$ cat src/hw/rtl/u8dec_pkg.sv
// ----------------------------------------------------------------------------
// u8dec_pkg
// shared types and constants of the utf-8 to ucs-2 stream decoder
// ----------------------------------------------------------------------------
package u8dec_pkg;

   localparam int COUNT_BITS = 16;
   localparam int CAP_BITS   = 16;
   localparam int LIM_BITS   = (COUNT_BITS > CAP_BITS) ? COUNT_BITS : CAP_BITS;

   localparam int BYTE_BITS  = 8;
   localparam int CODE_BITS  = 16;
   localparam int KIND_BITS  = 2;

   localparam int QUEUE_DEPTH = 4;
   localparam int QPTR_BITS   = $clog2(QUEUE_DEPTH);
   localparam int QCNT_BITS   = QPTR_BITS + 1;

   localparam logic [CAP_BITS-1:0] CAP_RESET = 16'hFFFF;

   // item kinds on the result channel
   localparam logic [KIND_BITS-1:0] KIND_CHAR  = 2'd0;
   localparam logic [KIND_BITS-1:0] KIND_ERROR = 2'd1;
   localparam logic [KIND_BITS-1:0] KIND_TERM  = 2'd2;

   // work handed from front to back; an error expands to error slot + terminator
   typedef enum logic [1:0] {
      OP_CHAR,
      OP_ERROR,
      OP_TERM
   } op_type;

   typedef struct packed {
      op_type               op;
      logic [CODE_BITS-1:0] code;
   } entry_type;

   typedef struct packed {
      logic      valid;
      entry_type entry;
   } push_type;

endpackage

$ cat src/hw/rtl/u8dec_front.sv
// ----------------------------------------------------------------------------
// u8dec_front
// byte classifier and sequence assembler; hands at most one op per byte to the queue
// ----------------------------------------------------------------------------
module u8dec_front (
   input  logic                          clock,
   input  logic                          reset,
   input  logic                          csr_wen,
   input  logic [u8dec_pkg::CAP_BITS-1:0] csr_wdata,
   input  logic                          byte_valid,
   input  logic [u8dec_pkg::BYTE_BITS-1:0] byte_data,
   input  logic                          queue_full,
   output logic                          byte_ready,
   output u8dec_pkg::push_type           push
);
   import u8dec_pkg::*;

   typedef enum logic [1:0] {
      PH_IDLE,
      PH_COLLECT,
      PH_DISCARD
   } phase_type;

   localparam logic [COUNT_BITS-1:0] CNT_MAX = {COUNT_BITS{1'b1}};

   phase_type             phase_ff, phase_in;
   logic [2:0]            left_ff, left_in;
   logic [2:0]            class_ff, class_in;
   logic [CODE_BITS-1:0]  acc_ff, acc_in;
   logic [COUNT_BITS-1:0] cnt_ff, cnt_in;
   logic [CAP_BITS-1:0]   cap_ff;

   logic                  take;
   logic                  is_cont;
   logic                  byte_nul;
   logic [CAP_BITS-1:0]   lim;
   logic                  limit_hit;
   logic [CODE_BITS-1:0]  acc_cont;
   logic [2:0]            left_dec;
   logic [2:0]            lead_class;
   logic [COUNT_BITS-1:0] cnt_inc;

   assign byte_ready = !queue_full;
   assign take       = byte_valid && byte_ready;
   assign is_cont    = (byte_data[7:6] == 2'b10);
   assign byte_nul   = (byte_data == '0);
   assign lim        = (cap_ff == '0) ? '0 : cap_ff - 1'b1;
   assign limit_hit  = (LIM_BITS'(cnt_ff) >= LIM_BITS'(lim)) || (cnt_ff == CNT_MAX);
   assign acc_cont   = {acc_ff[CODE_BITS-7:0], byte_data[5:0]};
   assign left_dec   = (left_ff != '0) ? left_ff - 3'd1 : 3'd0;
   assign cnt_inc    = (cnt_ff != CNT_MAX) ? cnt_ff + 1'b1 : cnt_ff;

   always_comb begin
      priority casez (byte_data)
         8'b110?????: lead_class = 3'd1;
         8'b1110????: lead_class = 3'd2;
         8'b11110???: lead_class = 3'd3;
         8'b111110??: lead_class = 3'd4;
         8'b1111110?: lead_class = 3'd5;
         default:     lead_class = 3'd6;
      endcase
   end

   always_comb begin
      phase_in   = phase_ff;
      left_in    = left_ff;
      class_in   = class_ff;
      acc_in     = acc_ff;
      cnt_in     = cnt_ff;
      push.valid = 1'b0;
      push.entry = '{op: OP_CHAR, code: '0};
      if (take) begin
         unique case (phase_ff)
            PH_DISCARD: begin
               if (byte_nul) begin
                  phase_in = PH_IDLE;
                  cnt_in   = '0;
               end
            end
            PH_COLLECT: begin
               if (!is_cont) begin
                  push.valid = 1'b1;
                  push.entry = '{op: OP_ERROR, code: '0};
                  cnt_in     = '0;
                  left_in    = '0;
                  phase_in   = byte_nul ? PH_IDLE : PH_DISCARD;
               end else begin
                  acc_in  = acc_cont;
                  left_in = left_dec;
                  if (left_dec == '0) begin
                     push.valid = 1'b1;
                     if ((class_ff == 3'd1) && (acc_cont[10:0] >= 11'h080)) begin
                        push.entry = '{op: OP_CHAR, code: CODE_BITS'(acc_cont[10:0])};
                        cnt_in     = cnt_inc;
                        phase_in   = PH_IDLE;
                     end else if ((class_ff == 3'd2) && (acc_cont >= 16'h0800)) begin
                        push.entry = '{op: OP_CHAR, code: acc_cont};
                        cnt_in     = cnt_inc;
                        phase_in   = PH_IDLE;
                     end else begin
                        // overlong form or a sequence beyond three bytes
                        push.entry = '{op: OP_ERROR, code: '0};
                        cnt_in     = '0;
                        left_in    = '0;
                        phase_in   = PH_DISCARD;
                     end
                  end
               end
            end
            default: begin
               // idle, and the unused phase code behaves the same
               if (byte_nul || limit_hit) begin
                  push.valid = 1'b1;
                  push.entry = '{op: OP_TERM, code: '0};
                  cnt_in     = '0;
                  phase_in   = byte_nul ? PH_IDLE : PH_DISCARD;
               end else if (!byte_data[7]) begin
                  push.valid = 1'b1;
                  push.entry = '{op: OP_CHAR, code: CODE_BITS'(byte_data[6:0])};
                  cnt_in     = cnt_inc;
                  phase_in   = PH_IDLE;
               end else begin
                  class_in = lead_class;
                  left_in  = lead_class;
                  acc_in   = CODE_BITS'(byte_data);
                  phase_in = PH_COLLECT;
               end
            end
         endcase
      end
   end

   always_ff @(posedge clock) begin
      if (reset) begin
         phase_ff <= PH_IDLE;
         left_ff  <= '0;
         class_ff <= '0;
         acc_ff   <= '0;
         cnt_ff   <= '0;
         cap_ff   <= CAP_RESET;
      end else begin
         phase_ff <= phase_in;
         left_ff  <= left_in;
         class_ff <= class_in;
         acc_ff   <= acc_in;
         cnt_ff   <= cnt_in;
         if (csr_wen) begin
            cap_ff <= csr_wdata;
         end
      end
   end

endmodule

$ cat src/hw/rtl/u8dec_queue.sv
// ----------------------------------------------------------------------------
// u8dec_queue
// short fifo of decoded ops between front and back
// ----------------------------------------------------------------------------
module u8dec_queue (
   input  logic                 clock,
   input  logic                 reset,
   input  u8dec_pkg::push_type  push,
   input  logic                 pop,
   output logic                 full,
   output logic                 empty,
   output u8dec_pkg::entry_type head
);
   import u8dec_pkg::*;

   localparam logic [QCNT_BITS-1:0] DEPTH_CNT = QCNT_BITS'(QUEUE_DEPTH);
   localparam logic [QPTR_BITS-1:0] LAST_PTR  = QPTR_BITS'(QUEUE_DEPTH - 1);

   entry_type              mem_ff [QUEUE_DEPTH];
   logic [QPTR_BITS-1:0]   wr_ptr_ff, wr_ptr_in;
   logic [QPTR_BITS-1:0]   rd_ptr_ff, rd_ptr_in;
   logic [QCNT_BITS-1:0]   cnt_ff, cnt_in;

   assign full  = (cnt_ff == DEPTH_CNT);
   assign empty = (cnt_ff == '0);
   assign head  = mem_ff[rd_ptr_ff];

   always_comb begin
      wr_ptr_in = wr_ptr_ff;
      rd_ptr_in = rd_ptr_ff;
      cnt_in    = cnt_ff;
      if (push.valid) begin
         wr_ptr_in = (wr_ptr_ff == LAST_PTR) ? '0 : wr_ptr_ff + 1'b1;
      end
      if (pop) begin
         rd_ptr_in = (rd_ptr_ff == LAST_PTR) ? '0 : rd_ptr_ff + 1'b1;
      end
      if (push.valid && !pop) begin
         cnt_in = cnt_ff + 1'b1;
      end else if (pop && !push.valid) begin
         cnt_in = cnt_ff - 1'b1;
      end
   end

   always_ff @(posedge clock) begin
      if (push.valid) begin
         mem_ff[wr_ptr_ff] <= push.entry;
      end
   end

   always_ff @(posedge clock) begin
      if (reset) begin
         wr_ptr_ff <= '0;
         rd_ptr_ff <= '0;
         cnt_ff    <= '0;
      end else begin
         wr_ptr_ff <= wr_ptr_in;
         rd_ptr_ff <= rd_ptr_in;
         cnt_ff    <= cnt_in;
      end
   end

   a_no_overflow: assert property (@(posedge clock) disable iff (reset)
      push.valid |-> !full) else $error("push into full queue");
   a_no_underflow: assert property (@(posedge clock) disable iff (reset)
      pop |-> !empty) else $error("pop from empty queue");
   a_cnt_range: assert property (@(posedge clock) disable iff (reset)
      cnt_ff <= DEPTH_CNT) else $error("queue count out of range");

endmodule

$ cat src/hw/rtl/u8dec_back.sv
// ----------------------------------------------------------------------------
// u8dec_back
// expands queued ops into result transfers held in an output register
// ----------------------------------------------------------------------------
module u8dec_back (
   input  logic                             clock,
   input  logic                             reset,
   input  logic                             queue_empty,
   input  u8dec_pkg::entry_type             head,
   output logic                             pop,
   output logic                             rsp_tvalid,
   input  logic                             rsp_tready,
   output logic [u8dec_pkg::CODE_BITS-1:0]  rsp_code,
   output logic [u8dec_pkg::KIND_BITS-1:0]  rsp_kind,
   output logic                             rsp_last
);
   import u8dec_pkg::*;

   logic                 valid_ff;
   logic [CODE_BITS-1:0] code_ff;
   logic [KIND_BITS-1:0] kind_ff;
   logic                 last_ff;
   logic                 term_pending_ff;
   logic                 load;

   assign load = !valid_ff || rsp_tready;
   assign pop  = load && !term_pending_ff && !queue_empty;

   always_ff @(posedge clock) begin
      if (reset) begin
         valid_ff        <= 1'b0;
         term_pending_ff <= 1'b0;
      end else if (load) begin
         if (term_pending_ff) begin
            valid_ff        <= 1'b1;
            term_pending_ff <= 1'b0;
         end else begin
            valid_ff        <= !queue_empty;
            term_pending_ff <= !queue_empty && (head.op == OP_ERROR);
         end
      end
   end

   always_ff @(posedge clock) begin
      if (load) begin
         if (term_pending_ff) begin
            code_ff <= '0;
            kind_ff <= KIND_TERM;
            last_ff <= 1'b1;
         end else begin
            code_ff <= head.code;
            unique case (head.op)
               OP_CHAR: begin
                  kind_ff <= KIND_CHAR;
                  last_ff <= 1'b0;
               end
               OP_ERROR: begin
                  kind_ff <= KIND_ERROR;
                  last_ff <= 1'b0;
               end
               OP_TERM: begin
                  kind_ff <= KIND_TERM;
                  last_ff <= 1'b1;
               end
               default: begin
                  kind_ff <= KIND_TERM;
                  last_ff <= 1'b1;
               end
            endcase
         end
      end
   end

   assign rsp_tvalid = valid_ff;
   assign rsp_code   = code_ff;
   assign rsp_kind   = kind_ff;
   assign rsp_last   = last_ff;

   a_pending_holds_error: assert property (@(posedge clock) disable iff (reset)
      term_pending_ff |-> (valid_ff && (kind_ff == KIND_ERROR)))
      else $error("terminator pending without error slot shown");
   a_error_then_term: assert property (@(posedge clock) disable iff (reset)
      (valid_ff && rsp_tready && (kind_ff == KIND_ERROR)) |=>
      (valid_ff && (kind_ff == KIND_TERM)))
      else $error("error slot not followed by terminator");
   a_last_only_term: assert property (@(posedge clock) disable iff (reset)
      valid_ff |-> (last_ff == (kind_ff == KIND_TERM)))
      else $error("last flag disagrees with item kind");

endmodule

$ cat src/hw/rtl/utf8_to_ucs2_stream_decoder_core.sv
// ----------------------------------------------------------------------------
// utf8_to_ucs2_stream_decoder_core
// utf-8 byte stream in, ucs-2 code units with error and terminator items out
// ----------------------------------------------------------------------------
// an op completed by a byte is written into the queue, then loaded into the output register
// throughput: one byte per cycle while the queue has room; an error adds a terminator item
// the front fills a 4-entry op queue; the back drains one op a cycle when not stalled
// reset: synchronous, active high; idle awaiting a lead byte, counters cleared,
// capacity register back to 65535, queue and output register empty
// ----------------------------------------------------------------------------
module utf8_to_ucs2_stream_decoder_core (
   input  logic        clock,
   input  logic        reset,
   // capacity register, output slots per string including terminator
   input  logic        csr_wen,
   input  logic [15:0] csr_wdata,
   // byte stream in
   input  logic        req_tvalid,
   output logic        req_tready,
   input  logic [7:0]  req_tdata,   // [7:0] in_byte
   // code unit stream out
   output logic        rsp_tvalid,
   input  logic        rsp_tready,
   output logic [15:0] rsp_tdata,   // [15:0] code_unit
   output logic [1:0]  rsp_tuser,   // [1:0] item_kind
   output logic        rsp_tlast    // last, set on the terminator
);
   import u8dec_pkg::*;

   push_type  push;
   entry_type head;
   logic      queue_full;
   logic      queue_empty;
   logic      pop;

   // front: classify each byte, assemble sequences, track the character limit
   u8dec_front u_front (
      .clock      (clock),
      .reset      (reset),
      .csr_wen    (csr_wen),
      .csr_wdata  (csr_wdata),
      .byte_valid (req_tvalid),
      .byte_data  (req_tdata),
      .queue_full (queue_full),
      .byte_ready (req_tready),
      .push       (push)
   );

   // decoupling queue, lets the byte side run while the result side stalls
   u8dec_queue u_queue (
      .clock (clock),
      .reset (reset),
      .push  (push),
      .pop   (pop),
      .full  (queue_full),
      .empty (queue_empty),
      .head  (head)
   );

   // back: one result transfer per cycle from the output register while rsp_tready is high
   u8dec_back u_back (
      .clock       (clock),
      .reset       (reset),
      .queue_empty (queue_empty),
      .head        (head),
      .pop         (pop),
      .rsp_tvalid  (rsp_tvalid),
      .rsp_tready  (rsp_tready),
      .rsp_code    (rsp_tdata),
      .rsp_kind    (rsp_tuser),
      .rsp_last    (rsp_tlast)
   );

endmodule
$ cat config.mk
export PLATFORM = sky130hd
export DESIGN_NAME = utf8_to_ucs2_stream_decoder_core
export DESIGN_NICKNAME = d
export VERILOG_FILES = /design/src/hw/rtl/u8dec_pkg.sv /design/src/hw/rtl/u8dec_front.sv /design/src/hw/rtl/u8dec_queue.sv /design/src/hw/rtl/u8dec_back.sv /design/src/hw/rtl/utf8_to_ucs2_stream_decoder_core.sv
export SDC_FILE = /design/constraint.sdc
export NUM_CORES = 1
export LEC_CHECK = 0
export ABC_AREA = 1
export BUFFER_PORTS_ARGS = -buffer_cell sky130_fd_sc_hd__buf_4
export CELL_PAD_IN_SITES_DETAIL_PLACEMENT = 1
export CELL_PAD_IN_SITES_GLOBAL_PLACEMENT = 1
export CORE_ASPECT_RATIO = 0.5
export CORE_MARGIN = 2
export CORE_UTILIZATION = 46
export DETAILED_ROUTE_END_ITERATION = 8
export PLACE_DENSITY_LB_ADDON = 0.15
export SYNTH_ARGS = -nofsm -noshare
export SYNTH_HDL_FRONTEND = slang
export SYNTH_SLANG_ARGS = --single-unit
$ cat constraint.sdc
create_clock -name clock -period 4.8 [get_ports clock]
set_input_delay 0.48 -clock clock [delete_from_list [all_inputs] [get_ports clock]]
set_output_delay 0.48 -clock clock [all_outputs]
set_load 0.02 [all_outputs]
==> impl_metrics.tcl, run 1 <==
set metrics [dict create \
    outcome "complete, no violations" \
    die_y_um 95.40 \
    synth-seq-area-share_pct 51.06 \
    antenna_found_initial 0 \
    synthesis.instances 926 \
    fp-row-count 33 \
    cts_repair_resize_count 0 \
    max-clock-path-buffers 2 \
    most_frequent_standard_cell_in_the_layout_excluding_fill_and_tap_cells "sky130_fd_sc_hd__nand2_1" \
    ys.warnings.count 0 \
    worst-endpoint-arrival_ns 4.65 \
    first_pass_iters 6 \
    finalHoldWorstSlack_ns 0.2578 \
    vias_per_cell 5.286 \
    postLayoutCellArea_um2 8836 \
    start_util_pct 47.00 \
    clock_network_latency_to_the_later_pin_of_the_worst_skew_pair_ns 0.43 \
    ys_types 44 \
    yosys_register_bits 151 \
    fin_crit_ns 4.339 \
    n_antenna_cell 0 \
    boundaryPins 50 \
    post_route_cells_drive_above_1_share_pct 12.91 \
    postPlaceCellArea_um2 8244 \
    cts_made_buffers 17 \
    setup-tns-final_ns 0 \
    worst_setup_slack_before_clock_tree_synthesis_ns 0.4380 \
    gpl.final_weighted_congestion 0.8341 \
    grt_max_degree 41 \
    adder_cell_area_share_of_the_yosys_netlist_pct 4.656 \
    worst-endpoint-required_ns 5.12 \
    mostFrequentLayoutCells "183 x sky130_fd_sc_hd__nand2_1, 158 x sky130_fd_sc_hd__nor2_1, 96 x sky130_fd_sc_hd__inv_1" \
    routed_wirelength_um 20310 \
    critical_path.startpoint_type "flip-flop" \
    max-slew-margin-rel_pct 33.67 \
    syn-num-nets 983 \
    post-route-period-util_pct 90.39 \
    die_x_um 186.8 \
    detailed_place_hpwl_um 13660 \
    yosys.area_share.simple_pct 26.34 \
    final_critical_path_setup_slack_ns 0.4613 \
    timing_hold_violations_final 0 \
    power_density_nw_per_um2 501.9 \
    design.die.area_um2 17820 \
    ir_drop_mv 0.2566 \
    grt_pass1_vias 6658 \
    grt_setup_unrepaired "false" \
    cp-end-kind "flip-flop" \
    wl_per_cell_um 16.77 \
    drtAntennaViolNets 0 \
    worstMarginPinSlew_ns 0.9939 \
    clk_pin_slew_ns 0.07 \
    post_cts.repair.setup_buffers 0 \
    synth_compound_area_share_pct 9.883 \
    drc 0 \
    power_leakage_nw 3.703 \
    skew_ns 0.01250 \
    final-setup-viol-count 0 \
    globalRouteTotalUtil_pct 24.03 \
    avgSynthCellArea_um2 8.299 \
    port_buffers 49 \
    fmaxAchievable_ghz 0.2305 \
    synth_top_family_by_area "simple AND/OR/NAND/NOR gates" \
    globalRoute.totalOverflow 0 \
    crit_type "reg -> reg" \
    htree_levels 4 \
    cts_sinks 151 \
    hold_class "in -> reg" \
    max_cap_violations 0 \
    fp.coreArea_um2 16350 \
    area.growth.synth_to_final_pct 14.98 \
    grt_first_pass_wirelength_um 33290 \
    cts_hold_repair.buffers 0 \
    clock_tree_from_tritoncts "done" \
    finalNetCount 1028 \
    drt_iter0_drc 328 \
    synth-xor-area-share_pct 1.140 \
    mappedNetlistArea_um2 7685 \
    clockRootBuffer "sky130_fd_sc_hd__clkbuf_16" \
    cp_max_fo 9 \
    detailroute.via_count 6401 \
    proportion_of_synthesized_area_in_mux_cells_pct 0 \
    drv_slew 0 \
]
-- where the power goes --
part / switching, mW / total (mW) / internal (mW)
registers: 0.117 / 1.76 / 1.64
clock network: 0.599 / 1.34 / 0.743
logic: 0.899 / 1.34 / 0.438
total: 1.62 / 4.43 / 2.82
-- metrics by stage --
stage	utilization [%]	cells	total power, mW
after CTS	53.96	1211	4.458
final	54.04	1211	4.435
after floorplan	-	926	2.679
after global routing	54.04	1211	4.701
after global placement	50.42	1179	3.037
after detailed placement	50.42	1179	3.118
-- worst paths after layout --
path,start,end,slack [ns],cells after the start
hold / removal,csr_wdata[4],u_front.cap_ff[4],0.26,3
setup reg to reg,u_front.cap_ff[0],u_queue.cnt_ff[1],0.46,27
hold reg to reg,u_front.acc_ff[4],u_front.acc_ff[4],0.48,2
setup / recovery,u_front.cap_ff[0],u_queue.cnt_ff[1],0.46,27
-- logic make-up (layout without fill, tap and decap cells) --
family / Yosys count / after routing
DFF: 151 / 151
buffers and inverters: 133 / 191
adders and majority gates: 28 / 28
and+or+nand+nor: 463 / 463
AOI/OAI and AO/OA: 141 / 141
xor gates and xnor gates: 10 / 10
-- routing by layer --
metal  GRT usage [%]  share of wire (%)  vias to the layer above
li1                -                  -                     3156
met1           28.66                 45                     3117
met2           44.52                 49                      103
met3           4.748                3.7                       25
met4           7.606                1.6                        0
met5               0                  0                        -
-- sequential cells by signal, indices dropped and copies added, names as in the netlist, named ones only --
name,cells
u_back.rsp_code,16
u_back.rsp_kind,1
u_back.rsp_last,1
u_back.rsp_tvalid,1
u_back.term_pending_ff,1
u_front.acc_ff,10
u_front.cap_ff,16
u_front.class_ff,3
u_front.cnt_ff,16
u_front.left_ff,3
u_front.phase_ff,2
u_queue.cnt_ff,3
u_queue.mem_ff,72
u_queue.rd_ptr_ff,2
u_queue.wr_ptr_ff,2
-- cells in the mapped netlist --
cell type	count	area, um^2
sky130_fd_sc_hd__a2111oi_0	1	8.760
sky130_fd_sc_hd__a21o_1	3	22.52
sky130_fd_sc_hd__a21oi_1	64	320.3
sky130_fd_sc_hd__a32o_1	1	10.01
sky130_fd_sc_hd__a32oi_1	1	8.760
sky130_fd_sc_hd__and2_1	1	6.260
sky130_fd_sc_hd__buf_1	5	18.77
sky130_fd_sc_hd__buf_2	2	10.01
sky130_fd_sc_hd__buf_4	3	22.52
sky130_fd_sc_hd__buf_6	1	11.26
sky130_fd_sc_hd__buf_8	1	15.01
sky130_fd_sc_hd__clkbuf_1	18	67.56
sky130_fd_sc_hd__clkinv_1	1	3.750
sky130_fd_sc_hd__dfxtp_1	61	1221
sky130_fd_sc_hd__edfxtp_1	90	2703
sky130_fd_sc_hd__fa_1	1	20.02
sky130_fd_sc_hd__ha_1	27	337.8
sky130_fd_sc_hd__inv_1	96	360.4
sky130_fd_sc_hd__inv_2	6	22.52
sky130_fd_sc_hd__nand2_1	183	686.9
sky130_fd_sc_hd__nand2_2	6	37.54
sky130_fd_sc_hd__nand2_4	1	11.26
sky130_fd_sc_hd__nand3_1	58	290.3
sky130_fd_sc_hd__nand3_2	8	80.08
sky130_fd_sc_hd__nand3_4	1	17.52
sky130_fd_sc_hd__nand3b_1	1	7.510
sky130_fd_sc_hd__nand4_1	11	68.82
sky130_fd_sc_hd__nor2_1	159	596.8
sky130_fd_sc_hd__nor2_2	9	56.30
sky130_fd_sc_hd__nor2_4	5	56.30
sky130_fd_sc_hd__nor3_1	15	75.07
sky130_fd_sc_hd__nor3b_1	2	15.01
sky130_fd_sc_hd__nor4_1	3	18.77
sky130_fd_sc_hd__o211a_1	1	10.01
sky130_fd_sc_hd__o211ai_1	4	30.03
sky130_fd_sc_hd__o21a_1	1	7.510
sky130_fd_sc_hd__o21ai_0	59	295.3
sky130_fd_sc_hd__o21ai_2	1	8.760
sky130_fd_sc_hd__o21bai_1	1	7.510
sky130_fd_sc_hd__o221ai_1	1	8.760
sky130_fd_sc_hd__o22ai_1	1	6.260
sky130_fd_sc_hd__o31ai_1	2	15.01
sky130_fd_sc_hd__xnor2_1	1	8.760
sky130_fd_sc_hd__xor2_1	9	78.83
-- area by class of cell --
class / count / area, um^2
Sequential cell: 151 / 3924
Fill cell: 1986 / 7515
Multi-Input combinational cell: 642 / 3242
Clock buffer: 18 / 439.2
Tap cell: 227 / 284.0
Clock inverter: 14 / 140.1
Inverter: 103 / 386.6
Timing Repair Buffer: 56 / 420.4
-- worst max-delay path, cell delays in order, from the launching register on --
cell	delay (ns)
sky130_fd_sc_hd__dfxtp_1	0.31
sky130_fd_sc_hd__inv_1	0.14
sky130_fd_sc_hd__ha_1	0.25
sky130_fd_sc_hd__inv_1	0.07
sky130_fd_sc_hd__nor2_2	0.17
sky130_fd_sc_hd__inv_1	0.06
sky130_fd_sc_hd__nor2_1	0.16
sky130_fd_sc_hd__inv_1	0.11
sky130_fd_sc_hd__nor2_1	0.18
sky130_fd_sc_hd__nand3_1	0.12
sky130_fd_sc_hd__o21ai_0	0.17
sky130_fd_sc_hd__a21o_1	0.11
sky130_fd_sc_hd__ha_1	0.22
sky130_fd_sc_hd__nand2_1	0.12
sky130_fd_sc_hd__a21oi_1	0.06
sky130_fd_sc_hd__nor2_1	0.09
sky130_fd_sc_hd__nand2_1	0.12
sky130_fd_sc_hd__nor2_4	0.16
sky130_fd_sc_hd__nand3_4	0.13
sky130_fd_sc_hd__nor2_4	0.20
sky130_fd_sc_hd__nand2_1	0.13
sky130_fd_sc_hd__nand2_2	0.16
sky130_fd_sc_hd__inv_2	0.06
sky130_fd_sc_hd__ha_1	0.19
sky130_fd_sc_hd__inv_1	0.11
sky130_fd_sc_hd__fa_1	0.41
sky130_fd_sc_hd__o21ai_0	0.17
sky130_fd_sc_hd__a21oi_1	0.05
Power figures use the tool's default switching activity.
==> inputs of run 2 (changes only) <==
BUFFER_PORTS_ARGS = default   (was -buffer_cell sky130_fd_sc_hd__buf_4)
CORE_UTILIZATION = 48   (was 46)
DONT_BUFFER_PORTS = 1   (was default)
==> impl_metrics.tcl, run 2 (synthesized netlist as in run 1, its figures left out) <==
set metrics [dict create \
    outcome "complete, no violations" \
    largest_reg_flops 72 \
    cts_hold_repair.buffers 0 \
    die_x_um 182.9 \
    drtAntennaViolNets 0 \
    n_antenna_cell 0 \
    drt_iter0_drc 285 \
    worst-r2r-setup-slack_ns 0.53 \
    timing_hold_violations_final 0 \
    final-setup-viol-count 0 \
    fp-row-count 32 \
    area.growth.synth_to_final_pct 9.736 \
    skew_ns 0.01799 \
    post_route_cells_drive_above_1_share_pct 8.128 \
    critical_path.startpoint_type "flip-flop" \
    most_frequent_standard_cell_in_the_layout_excluding_fill_and_tap_cells "sky130_fd_sc_hd__nand2_1" \
    clockRootBuffer "sky130_fd_sc_hd__clkbuf_16" \
    die_y_um 93.47 \
    wl_per_cell_um 17.65 \
    detailed_place_hpwl_um 13420 \
    boundaryPins 50 \
    clock_network_latency_to_the_later_pin_of_the_worst_skew_pair_ns 0.43 \
    cts_sinks 151 \
    fp.coreArea_um2 15530 \
    first_pass_iters 4 \
    cp_max_fo 8 \
    critPathMaxStageDelay_ns 0.43 \
    htree_levels 4 \
    max-slew-margin-rel_pct 33.55 \
    fin_crit_ns 4.274 \
    clk_pin_slew_ns 0.07 \
    worstMarginPinSlew_ns 0.9957 \
    register_ranked_first_by_flip_flop_count "u_queue.mem_ff" \
    slowest_stage "sky130_fd_sc_hd__fa_1" \
    design.die.area_um2 17100 \
    clock_tree_from_tritoncts "done" \
    antenna_found_initial 0 \
    fmaxAchievable_ghz 0.2340 \
    mostFrequentLayoutCells "183 x sky130_fd_sc_hd__nand2_1, 158 x sky130_fd_sc_hd__nor2_1, 96 x sky130_fd_sc_hd__inv_1" \
    drc 0 \
    seqCellArea_um2 3924 \
    setup-tns-final_ns 0 \
    power_density_nw_per_um2 507.3 \
    grt_setup_unrepaired "false" \
    start_util_pct 49.47 \
    crit_type "reg -> reg" \
    cp-end-kind "flip-flop" \
    routed_wirelength_um 20110 \
    max_cap_violations 0 \
    finalNetCount 979 \
    multi_input_comb_area_um2 3242 \
    grt_max_degree 41 \
    ir_drop_mv 0.2364 \
    grt_pass1_vias 6502 \
    final_critical_path_setup_slack_ns 0.5258 \
    max-clock-path-buffers 2 \
    worst-endpoint-required_ns 5.11 \
    worst_setup_slack_before_clock_tree_synthesis_ns 0.4716 \
    cts_made_buffers 17 \
    grt_first_pass_wirelength_um 32600 \
    totalPowerFinal_mw 4.278 \
    critical_path.most_common_cell "sky130_fd_sc_hd__inv_1" \
    globalRoute.totalOverflow 0 \
    port_buffers 0 \
    hold_class "in -> reg" \
    fillCellCount 1876 \
    power_leakage_nw 3.464 \
    detailroute.via_count 6233 \
    post-route-period-util_pct 89.05 \
    gpl.final_weighted_congestion 0.8572 \
    drv_slew 0 \
    worst-endpoint-arrival_ns 4.58 \
    vias_per_cell 5.472 \
    globalRouteTotalUtil_pct 24.74 \
]
==> run 2: cell count changes in the layout (fill, tap and decap cells not counted), sizes merged <==
| cell | before | now |
|---|---|---|
| clkbuf | 18 | 23 |
| buf | 56 | 7 |
| inv | 108 | 104 |
| clkinvlp | 2 | 1 |
==> run 2: area by class of cell <==
class	instances	area share [%]
clock buffer	23	5.668
multi-input combinational	642	38.44
tap	204	3.027
sequential	151	46.53
inverter	103	4.585
clock inverter	9	1.128
timing repair buffer	7	0.6231
==> run 2: timing repair <==
action	4_1_cts	5_1_grt
gates resized for setup	0	3
buffers inserted	0	1
setup endpoints to repair	0	2
==> run 2: stage by stage <==
stage          area [um^2]  util [%]  hold slack (ns)  std cells
6_report              8433     54.28           0.1325       1139
5_1_grt               8433     54.28           0.1161       1139
4_1_cts               8413     54.16           0.1119       1138
3_5_place_dp          7840     50.47           0.4568       1106
3_3_place_gp          7840     50.47           0.4482       1106
2_1_floorplan         7685         -           0.4410        926
==> run 2: critical path, delay by kind of cell (launching register included) <==
kind                       cells  cell delay, ns
and+or+nand+nor               12            1.65
buffers and inverters          6            0.56
adders and majority gates      4            1.09
DFF                            1            0.29
AOI/OAI and AO/OA              5            0.56
==> run 2: worst paths after layout <==
kind / cells past startpoint / end / from
max: 27 / u_queue.cnt_ff[1] / u_front.cap_ff[0]
min: 1 / u_front.left_ff[2] / reset
max reg2reg: 27 / u_queue.cnt_ff[1] / u_front.cap_ff[0]
min reg2reg: 2 / u_front.acc_ff[5] / u_front.acc_ff[5]
==> run 2: power by group <==
| part | internal [mW] | switching [mW] | leakage (nW) | total [mW] |
|---|---|---|---|---|
| clock network | 0.762 | 0.566 | 0.278 | 1.33 |
| registers | 1.65 | 0.251 | 1.36 | 1.90 |
| logic | 0.320 | 0.732 | 1.82 | 1.05 |
| total | 2.73 | 1.55 | 3.46 | 4.28 |
==> run 2: routing by layer <==
layer | global-route usage, % | up-vias | part of all wire (%)
li1 | - | 3049 | -
met1 | 29.85 | 3065 | 45
met2 | 46.05 | 104 | 51
met3 | 4.400 | 15 | 3.2
met4 | 6.267 | 0 | 0.85
met5 | 0 | - | 0
